$ cat src/rtl/integer_to_digit_string_core_defines.svh
// assertion macros for the integer to digit string core
`ifndef INTEGER_TO_DIGIT_STRING_CORE_DEFINES_SVH
`define INTEGER_TO_DIGIT_STRING_CORE_DEFINES_SVH

// same-cycle implication, disabled while in reset
`define ITDS_ASSERT_NOW(label, clk_s, rstn_s, ante, cons, msg) \
	label: assert property (@(posedge clk_s) disable iff (!(rstn_s)) (ante) |-> (cons)) \
		else $error(msg);

// next-cycle implication, disabled while in reset
`define ITDS_ASSERT_NEXT(label, clk_s, rstn_s, ante, cons, msg) \
	label: assert property (@(posedge clk_s) disable iff (!(rstn_s)) (ante) |=> (cons)) \
		else $error(msg);

`endif

$ cat src/rtl/itds_pkg.sv
// package: types, constants and helper functions for the digit string core
package itds_pkg;

	localparam int unsigned VALUE_PORT_W = 32;
	localparam int unsigned RADIX_W      = 6;
	localparam int unsigned DIGIT_W      = 6;
	localparam int unsigned CHAR_W       = 7;

	localparam logic [RADIX_W-1:0] RADIX_RESET = 6'd10;
	localparam logic [RADIX_W-1:0] RADIX_MIN   = 6'd2;
	localparam logic [RADIX_W-1:0] RADIX_MAX   = 6'd36;
	localparam logic [DIGIT_W-1:0] DEC_MAX     = 6'd9;
	localparam logic [DIGIT_W-1:0] DEC_BASE    = 6'd10;
	localparam logic [CHAR_W-1:0]  ASCII_ZERO  = 7'h30;
	localparam logic [CHAR_W-1:0]  ASCII_LC_A  = 7'h61;

	typedef enum logic [1:0] {
		ST_IDLE,
		ST_DIV,
		ST_RD,
		ST_OUT
	} state_t;

	// clamp the programmed base into 2..36
	function automatic logic [RADIX_W-1:0] eff_radix(input logic [RADIX_W-1:0] r);
		logic [RADIX_W-1:0] res;
		if (r < RADIX_MIN)
			res = RADIX_MIN;
		else if (r > RADIX_MAX)
			res = RADIX_MAX;
		else
			res = r;
		return res;
	endfunction

	function automatic logic [CHAR_W-1:0] digit_ascii(input logic [DIGIT_W-1:0] d);
		logic [CHAR_W-1:0] res;
		if (d > DEC_MAX)
			res = CHAR_W'(d - DEC_BASE) + ASCII_LC_A;
		else
			res = CHAR_W'(d) + ASCII_ZERO;
		return res;
	endfunction

endpackage

$ cat src/rtl/integer_to_digit_string_core.sv
// each digit costs one pass of the bit-serial divider, followed by a hand-over
// characters leave one beat per pass through the read and output states, read back from the digit store
// busy drops with the last beat; the core takes no new value until then
// reset: radix returns to 10, the sequencer idles and no strobe is raised
// the receiver takes every beat as it comes; there is no back-pressure
`include "integer_to_digit_string_core_defines.svh"

module integer_to_digit_string_core
	import itds_pkg::*;
#(
	parameter int unsigned VALUE_WIDTH = 32
) (
	input  logic                    clk,
	input  logic                    arst_n,
	input  logic                    start,
	output logic                    busy,
	input  logic [VALUE_PORT_W-1:0] value,
	input  logic                    radix_we,
	input  logic [RADIX_W-1:0]      radix_wdata,
	output logic                    strobe,
	output logic [CHAR_W-1:0]       digit_char,
	output logic                    last_digit
);

	localparam int unsigned ADDR_W = $clog2(VALUE_WIDTH);
	localparam int unsigned CNT_W  = $clog2(VALUE_WIDTH + 1);

	state_t state_q, state_nxt;

	logic [RADIX_W-1:0]     radix_q;
	logic [RADIX_W-1:0]     base_q;
	logic [CNT_W-1:0]       count_q;
	logic [CNT_W-1:0]       count_m1;
	logic                   strobe_q;
	logic                   last_q;
	logic [CHAR_W-1:0]      char_q;

	logic                   div_start;
	logic [VALUE_WIDTH-1:0] div_dividend;
	logic [VALUE_WIDTH-1:0] div_quot;
	logic [DIGIT_W-1:0]     div_rem;
	logic                   div_done;
	logic                   push;
	logic [DIGIT_W-1:0]     rd_digit;

	itds_divider #(
		.VALUE_WIDTH(VALUE_WIDTH)
	) u_div (
		.clk      (clk),
		.arst_n   (arst_n),
		.start    (div_start),
		.dividend (div_dividend),
		.divisor  (base_q),
		.quotient (div_quot),
		.remainder(div_rem),
		.done     (div_done)
	);

	assign count_m1 = count_q - CNT_W'(1);

	itds_digit_stack #(
		.VALUE_WIDTH(VALUE_WIDTH)
	) u_stack (
		.clk  (clk),
		.push (push),
		.waddr(count_q[ADDR_W-1:0]),
		.wdata(div_rem),
		.raddr(count_m1[ADDR_W-1:0]),
		.rdata(rd_digit)
	);

	always_ff @(posedge clk or negedge arst_n) begin
		if (!arst_n)
			radix_q <= RADIX_RESET;
		else if (radix_we)
			radix_q <= radix_wdata;
	end

	always_ff @(posedge clk or negedge arst_n) begin
		if (!arst_n)
			state_q <= ST_IDLE;
		else
			state_q <= state_nxt;
	end

	always_comb begin
		state_nxt    = state_q;
		div_start    = 1'b0;
		push         = 1'b0;
		div_dividend = div_quot;
		unique case (state_q)
			ST_IDLE: begin
				div_dividend = VALUE_WIDTH'(value);
				if (start) begin
					div_start = 1'b1;
					state_nxt = ST_DIV;
				end
			end
			ST_DIV: begin
				// zero still yields one digit, so the loop checks after the divide
				if (div_done) begin
					push = 1'b1;
					if (div_quot == '0)
						state_nxt = ST_RD;
					else
						div_start = 1'b1;
				end
			end
			ST_RD: begin
				state_nxt = ST_OUT;
			end
			ST_OUT: begin
				if (count_q == CNT_W'(1))
					state_nxt = ST_IDLE;
				else
					state_nxt = ST_RD;
			end
			default: begin
				state_nxt = ST_IDLE;
			end
		endcase
	end

	always_ff @(posedge clk or negedge arst_n) begin
		if (!arst_n) begin
			count_q  <= '0;
			strobe_q <= 1'b0;
			last_q   <= 1'b0;
		end else begin
			strobe_q <= 1'b0;
			last_q   <= 1'b0;
			if (state_q == ST_IDLE && start)
				count_q <= '0;
			else if (push)
				count_q <= count_q + CNT_W'(1);
			else if (state_q == ST_OUT) begin
				count_q  <= count_m1;
				strobe_q <= 1'b1;
				last_q   <= (count_q == CNT_W'(1));
			end
		end
	end

	always_ff @(posedge clk) begin
		if (state_q == ST_IDLE && start)
			base_q <= eff_radix(radix_q);
		if (state_q == ST_OUT)
			char_q <= digit_ascii(rd_digit);
	end

	assign busy       = (state_q != ST_IDLE);
	assign strobe     = strobe_q;
	assign digit_char = char_q;
	assign last_digit = last_q;

	`ITDS_ASSERT_NOW(a_strobe_after_busy, clk, arst_n, strobe, $past(busy),
		"character beat without a conversion in progress")
	`ITDS_ASSERT_NOW(a_last_with_strobe, clk, arst_n, last_digit, strobe,
		"last flag raised outside a beat")
	`ITDS_ASSERT_NEXT(a_start_goes_busy, clk, arst_n, start && !busy, busy,
		"accepted value did not start a conversion")
	`ITDS_ASSERT_NOW(a_count_bound, clk, arst_n, 1'b1, count_q <= CNT_W'(VALUE_WIDTH),
		"digit count past the store depth")

endmodule

$ cat src/rtl/itds_divider.sv
// restoring divider, one quotient bit per cycle, small divisor
module itds_divider
	import itds_pkg::*;
#(
	parameter int unsigned VALUE_WIDTH = 32
) (
	input  logic                   clk,
	input  logic                   arst_n,
	input  logic                   start,
	input  logic [VALUE_WIDTH-1:0] dividend,
	input  logic [RADIX_W-1:0]     divisor,
	output logic [VALUE_WIDTH-1:0] quotient,
	output logic [DIGIT_W-1:0]     remainder,
	output logic                   done
);

	localparam int unsigned CNT_W = $clog2(VALUE_WIDTH + 1);

	logic [VALUE_WIDTH-1:0] dq_q;
	logic [DIGIT_W-1:0]     rem_q;
	logic [CNT_W-1:0]       cnt_q;
	logic                   run_q;
	logic                   done_q;

	logic [DIGIT_W:0]       trial;
	logic [DIGIT_W:0]       diff;
	logic                   ge;
	logic [DIGIT_W-1:0]     rem_nxt;

	// partial remainder stays below the divisor, so six bits plus one shifted in
	always_comb begin
		trial   = {rem_q, dq_q[VALUE_WIDTH-1]};
		ge      = (trial >= {1'b0, divisor});
		diff    = trial - {1'b0, divisor};
		rem_nxt = ge ? diff[DIGIT_W-1:0] : trial[DIGIT_W-1:0];
	end

	always_ff @(posedge clk or negedge arst_n) begin
		if (!arst_n) begin
			run_q  <= 1'b0;
			done_q <= 1'b0;
			cnt_q  <= '0;
		end else if (start) begin
			run_q  <= 1'b1;
			done_q <= 1'b0;
			cnt_q  <= CNT_W'(VALUE_WIDTH);
		end else if (run_q) begin
			cnt_q <= cnt_q - CNT_W'(1);
			if (cnt_q == CNT_W'(1)) begin
				run_q  <= 1'b0;
				done_q <= 1'b1;
			end
		end else begin
			done_q <= 1'b0;
		end
	end

	// quotient bits shift in where dividend bits shift out
	always_ff @(posedge clk) begin
		if (start) begin
			dq_q  <= dividend;
			rem_q <= '0;
		end else if (run_q) begin
			dq_q  <= {dq_q[VALUE_WIDTH-2:0], ge};
			rem_q <= rem_nxt;
		end
	end

	assign quotient  = dq_q;
	assign remainder = rem_q;
	assign done      = done_q;

endmodule

$ cat src/rtl/itds_digit_stack.sv
// digit store: written least significant first, read back with registered data
module itds_digit_stack
	import itds_pkg::*;
#(
	parameter int unsigned VALUE_WIDTH = 32
) (
	input  logic                           clk,
	input  logic                           push,
	input  logic [$clog2(VALUE_WIDTH)-1:0] waddr,
	input  logic [DIGIT_W-1:0]             wdata,
	input  logic [$clog2(VALUE_WIDTH)-1:0] raddr,
	output logic [DIGIT_W-1:0]             rdata
);

	logic [DIGIT_W-1:0] mem [VALUE_WIDTH];
	logic [DIGIT_W-1:0] rdata_q;

	always_ff @(posedge clk) begin
		if (push)
			mem[waddr] <= wdata;
		rdata_q <= mem[raddr];
	end

	assign rdata = rdata_q;

endmodule
$ cat config.mk
export PLATFORM = sky130hd
export DESIGN_NAME = integer_to_digit_string_core
export DESIGN_NICKNAME = d
export VERILOG_FILES = /design/src/rtl/itds_pkg.sv /design/src/rtl/integer_to_digit_string_core.sv /design/src/rtl/itds_divider.sv /design/src/rtl/itds_digit_stack.sv
export VERILOG_INCLUDE_DIRS = /design/src /design/src/rtl
export SDC_FILE = /design/constraint.sdc
export NUM_CORES = 1
export LEC_CHECK = 0
export ABC_AREA = 1
export CORE_UTILIZATION = 45
export CTS_BUF_LIST = sky130_fd_sc_hd__clkbuf_4 sky130_fd_sc_hd__clkbuf_8
export DETAILED_ROUTE_END_ITERATION = 8
export DONT_BUFFER_PORTS = 1
export PLACE_DENSITY = 0.72
export RECOVER_POWER = 25
export SLEW_MARGIN = 10
export SYNTH_ARGS = -nofsm -noshare
export SYNTH_HDL_FRONTEND = slang
export SYNTH_SLANG_ARGS = --single-unit
$ cat constraint.sdc
create_clock -name clk -period 6.05 [get_ports clk]
set_input_delay 0.9075 -clock clk [delete_from_list [all_inputs] [get_ports clk]]
set_output_delay 0.9075 -clock clk [all_outputs]
set_load 0.03 [all_outputs]
==> impl_metrics.ini, run 1 <==
[sta]
max_slew_margin = -0.283
finalMaxSlewViolations = 144
rsz0062_at_grt = false
hold_viol_final = 0
setup_violations = 0
finalCriticalPeriod_ps = 3680
clock_skew_ps = 32.7
period_share = 0.608
tightestPinTransition_ps = 1920
max_freq_ghz = 0.272
fin_tns_setup_ps = 0

[synth]
yosysTopAreaCellShare = 0.594
synth_area_leaders = edfxtp_1 59%, nor2_1 7.0%, nand2_1 6.4%
syn_nets = 1168
synth_flop_cell = edfxtp_1
async_flop_share = 0.0879
synth.avg_cell_area_um2 = 10.8
yosysTopAreaCell = edfxtp_1
synth_edf_count = 237
synth_cell_types = 41
ys_seq_area_frac = 0.665
synth-seq-cells = 273
synthCells = 1106
syn_area_mm2 = 0.0120
yosysWarnings = 0

[worst_setup_path]
cp_num_buf_inv = 4
critical_path_class = reg -> reg
endpoint = count_q[2]$_DFFE_PN0P_
critPathSlowestCell = buf_4
r2r-end = count_q[2]$_DFFE_PN0P_
slowest_delay_ps = 710
cp_max_fo = 103
critPathTopFamily = buffers and inverters
rrSetupSlack_ps = 2370
end_kind = flop
startpoint_type = flop
arrival_ps = 4110
path_depth = 9
cp-startpoint = count_q[0]$_DFFE_PN0P_
r2r-start = count_q[0]$_DFFE_PN0P_
reg2regPathDepth = 9
path_cells = buf_4 > inv_2 > buf_4 > ha_1 > xnor2_4 > inv_2 > o21ai_0 > or2_1 > a21boi_1
required_ps = 6480

[clock_network]
clk_latency_ps = 540
cts-root-buf = clkbuf_8
clockBufferDepth = 3
cts_num_sinks = 273
clkSlewWorstSetupHoldPaths_ps = 60
numCtsBuffers = 44
htree_levels = 2
post_cts_buffers = 0
cts_resized = 0
ctsHoldBuffers = 0
cts_tree = done

[floorplan]
core_area_mm2 = 0.0261
initial_core_util = 0.460
io_pins = 52
row_count = 59
die_w_um = 165
die_area_mm2 = 0.0273
die_h_um = 165

[global_routing]
antenna_found_initial = 0
grt_usage = 0.194
grt_max_degree = 104
grt-ovfl-total = 0
grt_pass1_wl_um = 40700
grt_pass1_vias = 7646

[routing]
vias = 7949
wirelength_um = 25600
drt-initial-drc-count = 748
viasPerCell = 5.38
wl_per_cell_um = 17.4
drc = 0
firstDrtPassIters = 6
drtAntennaViolNets = 0

[final_layout]
layout-drive-gt1-share = 0.0928
diodes = 0
final_cells = 1477
multi_input_area_mm2 = 0.00350
area_delta_synth_final_pct = 8.77
mostFrequentLayoutCell = edfxtp_1
seqCellArea_mm2 = 0.00796
fill_cells = 2283
final_cell_mix = 237 x edfxtp_1, 223 x nor2_1, 205 x nand2_1
nNetsFinal = 1170

[power]
ir_drop_mv = 0.360
p_per_area_mw_per_mm2 = 566
p_leak_nw = 4.80

[place]
hpwl_um = 15500
port_buffers = 0
gp_congestion = 0.866
dp_cells = 1397

[status]
status = complete, but fails checks
violations = max-capacitance violations, max-slew violations

[hold_path]
hold_class = in -> async

[job]
cap_violations = 4
## synth_stat cells, types with 4 or more instances
master / count
nor3_1: 4
buf_6: 7
buf_2: 19
o21ai_1: 21
dfxtp_1: 12
o21ai_0: 99
xor2_1: 8
dfrtp_1: 22
nor2_1: 223
o211ai_1: 43
nand2_1: 205
inv_2: 6
a21oi_1: 13
nand2_2: 4
clkbuf_1: 12
buf_4: 10
edfxtp_1: 237
ha_1: 19
nand4_1: 6
nand3_1: 56
inv_1: 50
## power by group
part	leakage (nW)	switching (mW)	internal, mW	total [mW]
combinational	1.77	1.89	0.871	2.76
sequential	2.56	0.397	2.62	3.02
clock	0.470	0.711	0.885	1.60
## worst reg2reg max path, cell delays in order (launching register included)
cell,delay [ps]
dfrtp_2,340
buf_4,710
inv_2,80
buf_4,400
ha_1,450
xnor2_4,660
inv_2,410
o21ai_0,320
or2_1,150
a21boi_1,60
## worst min-delay path by stage
stage	from	endpoint	slack, ps	cells past startpoint
global placement	radix_q[5]$_DFFE_PN0P_	base_q[5]$_SDFFCE_PP0P_	440	0
detailed placement	radix_q[5]$_DFFE_PN0P_	base_q[5]$_SDFFCE_PP0P_	430	0
global route	arst_n	count_q[4]$_DFFE_PN0P_	20	0
floorplan	radix_q[3]$_DFFE_PN1P_	radix_q[3]$_DFFE_PN1P_	480	2
CTS	arst_n	count_q[2]$_DFFE_PN0P_	20	0
finish	arst_n	count_q[2]$_DFFE_PN0P_	50	0
## per-stage QoR
stage                     power [mW]  setup WS [ps]   util  instance area (um^2)  hold slack (ps)
after floorplan                 5.03           3490      -                 12000              480
after global placement          5.72           2390  0.466                 12200              440
after detailed placement        5.80           2350  0.466                 12200              434
after CTS                       7.38           2320  0.500                 13000             23.7
after global routing            7.89           2000  0.500                 13000             18.3
final                           7.38           2370  0.500                 13000             53.9
## kinds of logic after synthesis
logic type	after synthesis	share of synthesized area
and+or+nand+nor	508	0.171
DFF	273	0.665
AOI/OAI and AO/OA	183	0.0879
buffers and inverters	109	0.0438
adders and majority gates	20	0.0215
xor gates and xnor gates	13	0.0117
## layer usage
metal	vias up	GRT usage	routed length, um
met5	-	0	0
met4	0	0.0734	637
met3	53	0.0332	1710
met2	328	0.301	11900
met1	3751	0.273	11400
li1	3817	-	-
## flip-flops by register name (all words and copies together) (netlist names)
name	count
u_stack.mem	192
state_q	2
base_q	6
digit_char	7
u_div.cnt_q	6
u_div.done	1
u_stack.rdata	6
strobe	1
last_digit	1
u_div.remainder	6
radix_q	6
u_div.quotient	32
count_q	6
u_div.run_q	1
## layout make-up
class / instances / share of cell area
clock inverters: 12 / 0.00672
inverters: 58 / 0.0168
multi-input cells: 724 / 0.268
clock buffers: 68 / 0.0613
flip-flops and latches: 273 / 0.611
well taps: 335 / 0.0322
repair buffers: 7 / 0.00346
No activity file was read; power rests on OpenSTA's default activity.
==> run 2: changes to the inputs <==
Settings changed: ABC_AREA 1 to 0, PLACE_DENSITY 0.72 to 0.74.
Clock period 6.05 ns to 3.1 ns, I/O delays scaled along.
==> run 2 against run 1 <==
Against the previous run:
- worst setup slack got worse by 1800 ps
- design area down 1.4%
- maximum frequency grew 44%
- the flow still finishes with violations (max-capacitance violations, max-slew violations)
- worst hold slack worse by 19 ps
- sequential power increased by 75%
- global-route usage decreased by 1.6 points
==> impl_metrics.ini, run 2 <==
[synth]
synth_edf_count = 237
synth_cell_types = 54
synth_commonest_cells = 237 x edfxtp_1, 75 x nand2_1, 56 x nor2_1
yosysTopAreaCell = edfxtp_1
synth_flop_cell = edfxtp_1
synth.most_common_cell = edfxtp_1
ys_seq_area_frac = 0.692
yosysWarnings = 0
synth-seq-cells = 273
async_flop_share = 0.0879
syn_nets = 785
synth.avg_cell_area_um2 = 15.9
synth_area_leaders = edfxtp_1 62%, mux4_2 9.4%, dfrtp_1 4.8%
syn_area_mm2 = 0.0115
synthCells = 723
yosysTopAreaCellShare = 0.619

[clock_network]
cts_tree = done
clk_latency_ps = 550
cts-root-buf = clkbuf_8
numCtsBuffers = 44
post_cts_buffers = 0
htree_levels = 2
cts_resized = 0
clockBufferDepth = 3
ctsHoldBuffers = 1
clkSlewWorstSetupHoldPaths_ps = 60
cts_num_sinks = 273

[sta]
max_freq_ghz = 0.392
setup_ws_ps = 546
fin_tns_setup_ps = 0
hold_viol_final = 0
period_share = 0.824
setup_violations = 0
rsz0062_at_grt = false
clock_skew_ps = 21.7
max_slew_margin = -0.0100
tightestPinTransition_ps = 1520
hold_ws_ps = 34.5
finalMaxSlewViolations = 69
finalCriticalPeriod_ps = 2550

[hold_path]
hold_class = in -> reg
hold_start = radix_we

[place]
hpwl_um = 14100
port_buffers = 0
gp_congestion = 0.781
dpl_worst_slack_ps = 535

[worst_setup_path]
r2r-start = count_q[1]$_DFFE_PN0P_
critical_path_class = reg -> reg
rrSetupSlack_ps = 550
startpoint_type = flop
cp_max_fo = 28
end_kind = flop
arrival_ps = 2970
required_ps = 3520
cp-startpoint = count_q[1]$_DFFE_PN0P_

[routing]
wirelength_um = 22400
firstDrtPassIters = 5
drc = 0
wl_per_cell_um = 20.0
drt-initial-drc-count = 614
drtAntennaViolNets = 0
viasPerCell = 5.56
vias = 6222

[floorplan]
row_count = 58
die_h_um = 162
io_pins = 52
core_area_mm2 = 0.0251
die_w_um = 162
initial_core_util = 0.458
die_area_mm2 = 0.0262

[global_routing]
grt_max_degree = 53
antenna_found_initial = 0
grt_pass1_vias = 6670
grt-ovfl-total = 0
grt_usage = 0.179
grt_pass1_wl_um = 35800

[final_layout]
post-route-util = 0.512
nNetsFinal = 816
layout-drive-gt1-share = 0.227
final_cell_mix = 237 x edfxtp_1, 75 x nand2_1, 56 x nor2_1
top_register = u_stack.mem
area_delta_synth_final_pct = 11.7
largest_reg_flops = 192
mostFrequentLayoutCell = edfxtp_1
diodes = 0
fill_cells = 2079

[job]
cap_violations = 3

[power]
power_mw = 12.4
clkPwrFrac = 0.265
ir_drop_mv = 0.740
intPower_mw = 8.48
p_sw_mw = 3.96
p_leak_nw = 4.36
p_comb_frac = 0.311
power_frac_seq = 0.424
p_per_area_mw_per_mm2 = 968
power_switching_share = 0.319

[status]
status = complete, but fails checks
violations = max-capacitance violations, max-slew violations
## run 2: cell types whose count changed after synthesis, moves of 14 or more
cell and change:
nor2_1 -167, nand2_1 -130, o21ai_0 -87, mux4_2 +48, nand3_1 -47, o211ai_1 -41, mux2_2 +37, inv_1 -28
a21oi_1 +26, o21ai_1 -21, buf_2 -14
## run 2: worst max-delay path: stages, from the launching register on
cell     delay (ps)
dfrtp_1         470
inv_1           120
ha_2            370
buf_4           380
mux4_2          390
nand2_1         100
a21oi_1          80
or4_1           520
## run 2: stage by stage
| stage | instances | area (um^2) |
|---|---|---|
| after detailed placement | 1036 | 11900 |
| after CTS | 1119 | 12900 |
| final | 1120 | 12900 |
| after global routing | 1120 | 12900 |
| after floorplan | 723 | 11500 |
| after global placement | 1036 | 11900 |
## run 2: layer usage
layer,up-vias,routed length (um),global-route usage
met4,0,495,0.0596
met2,226,10800,0.292
met1,3119,9400,0.233
li1,2841,-,-
met3,36,1740,0.0452
met5,-,0,0
## run 2: final cells by class
type / count / area [um^2] / area share
flip-flops and latches: 273 / 7960 / 0.620
multi-input cells: 397 / 3330 / 0.259
clock buffers: 61 / 752 / 0.0585
well taps: 330 / 413 / 0.0321
clock inverters: 21 / 198 / 0.0154
repair buffers: 16 / 116 / 0.00905
inverters: 22 / 82.6 / 0.00642
## run 2: power by group through the flow
stage	clock network (mW)	logic (mW)	registers, mW
floorplan	0	2.75	5.39
global placement	0	3.81	5.32
detailed placement	0	3.91	5.34
CTS	3.36	3.94	5.26
global route	3.51	4.27	5.34
finish	3.30	3.87	5.28
## run 2: cells by family after synthesis
| kind of cell | share of synthesized area |
|---|---|
| adders and majority gates | 0.0233 |
| and+or+nand+nor | 0.0779 |
| muxes | 0.132 |
| xor gates and xnor gates | 0.0137 |
| DFF | 0.692 |
| AOI/OAI and AO/OA | 0.0407 |
| buffers and inverters | 0.0208 |
## run 2: worst paths after layout
path                       cells after the start                       end
max                                            7  u_stack.rdata[3]$_DFF_P_
min reg2reg                                    1      last_digit$_DFF_PN0_
min                                            1    radix_q[5]$_DFFE_PN0P_
min in group asynchronous                      2    radix_q[2]$_DFFE_PN0P_
max reg2reg                                    7  u_stack.rdata[3]$_DFF_P_
max in group asynchronous                      2    count_q[0]$_DFFE_PN0P_
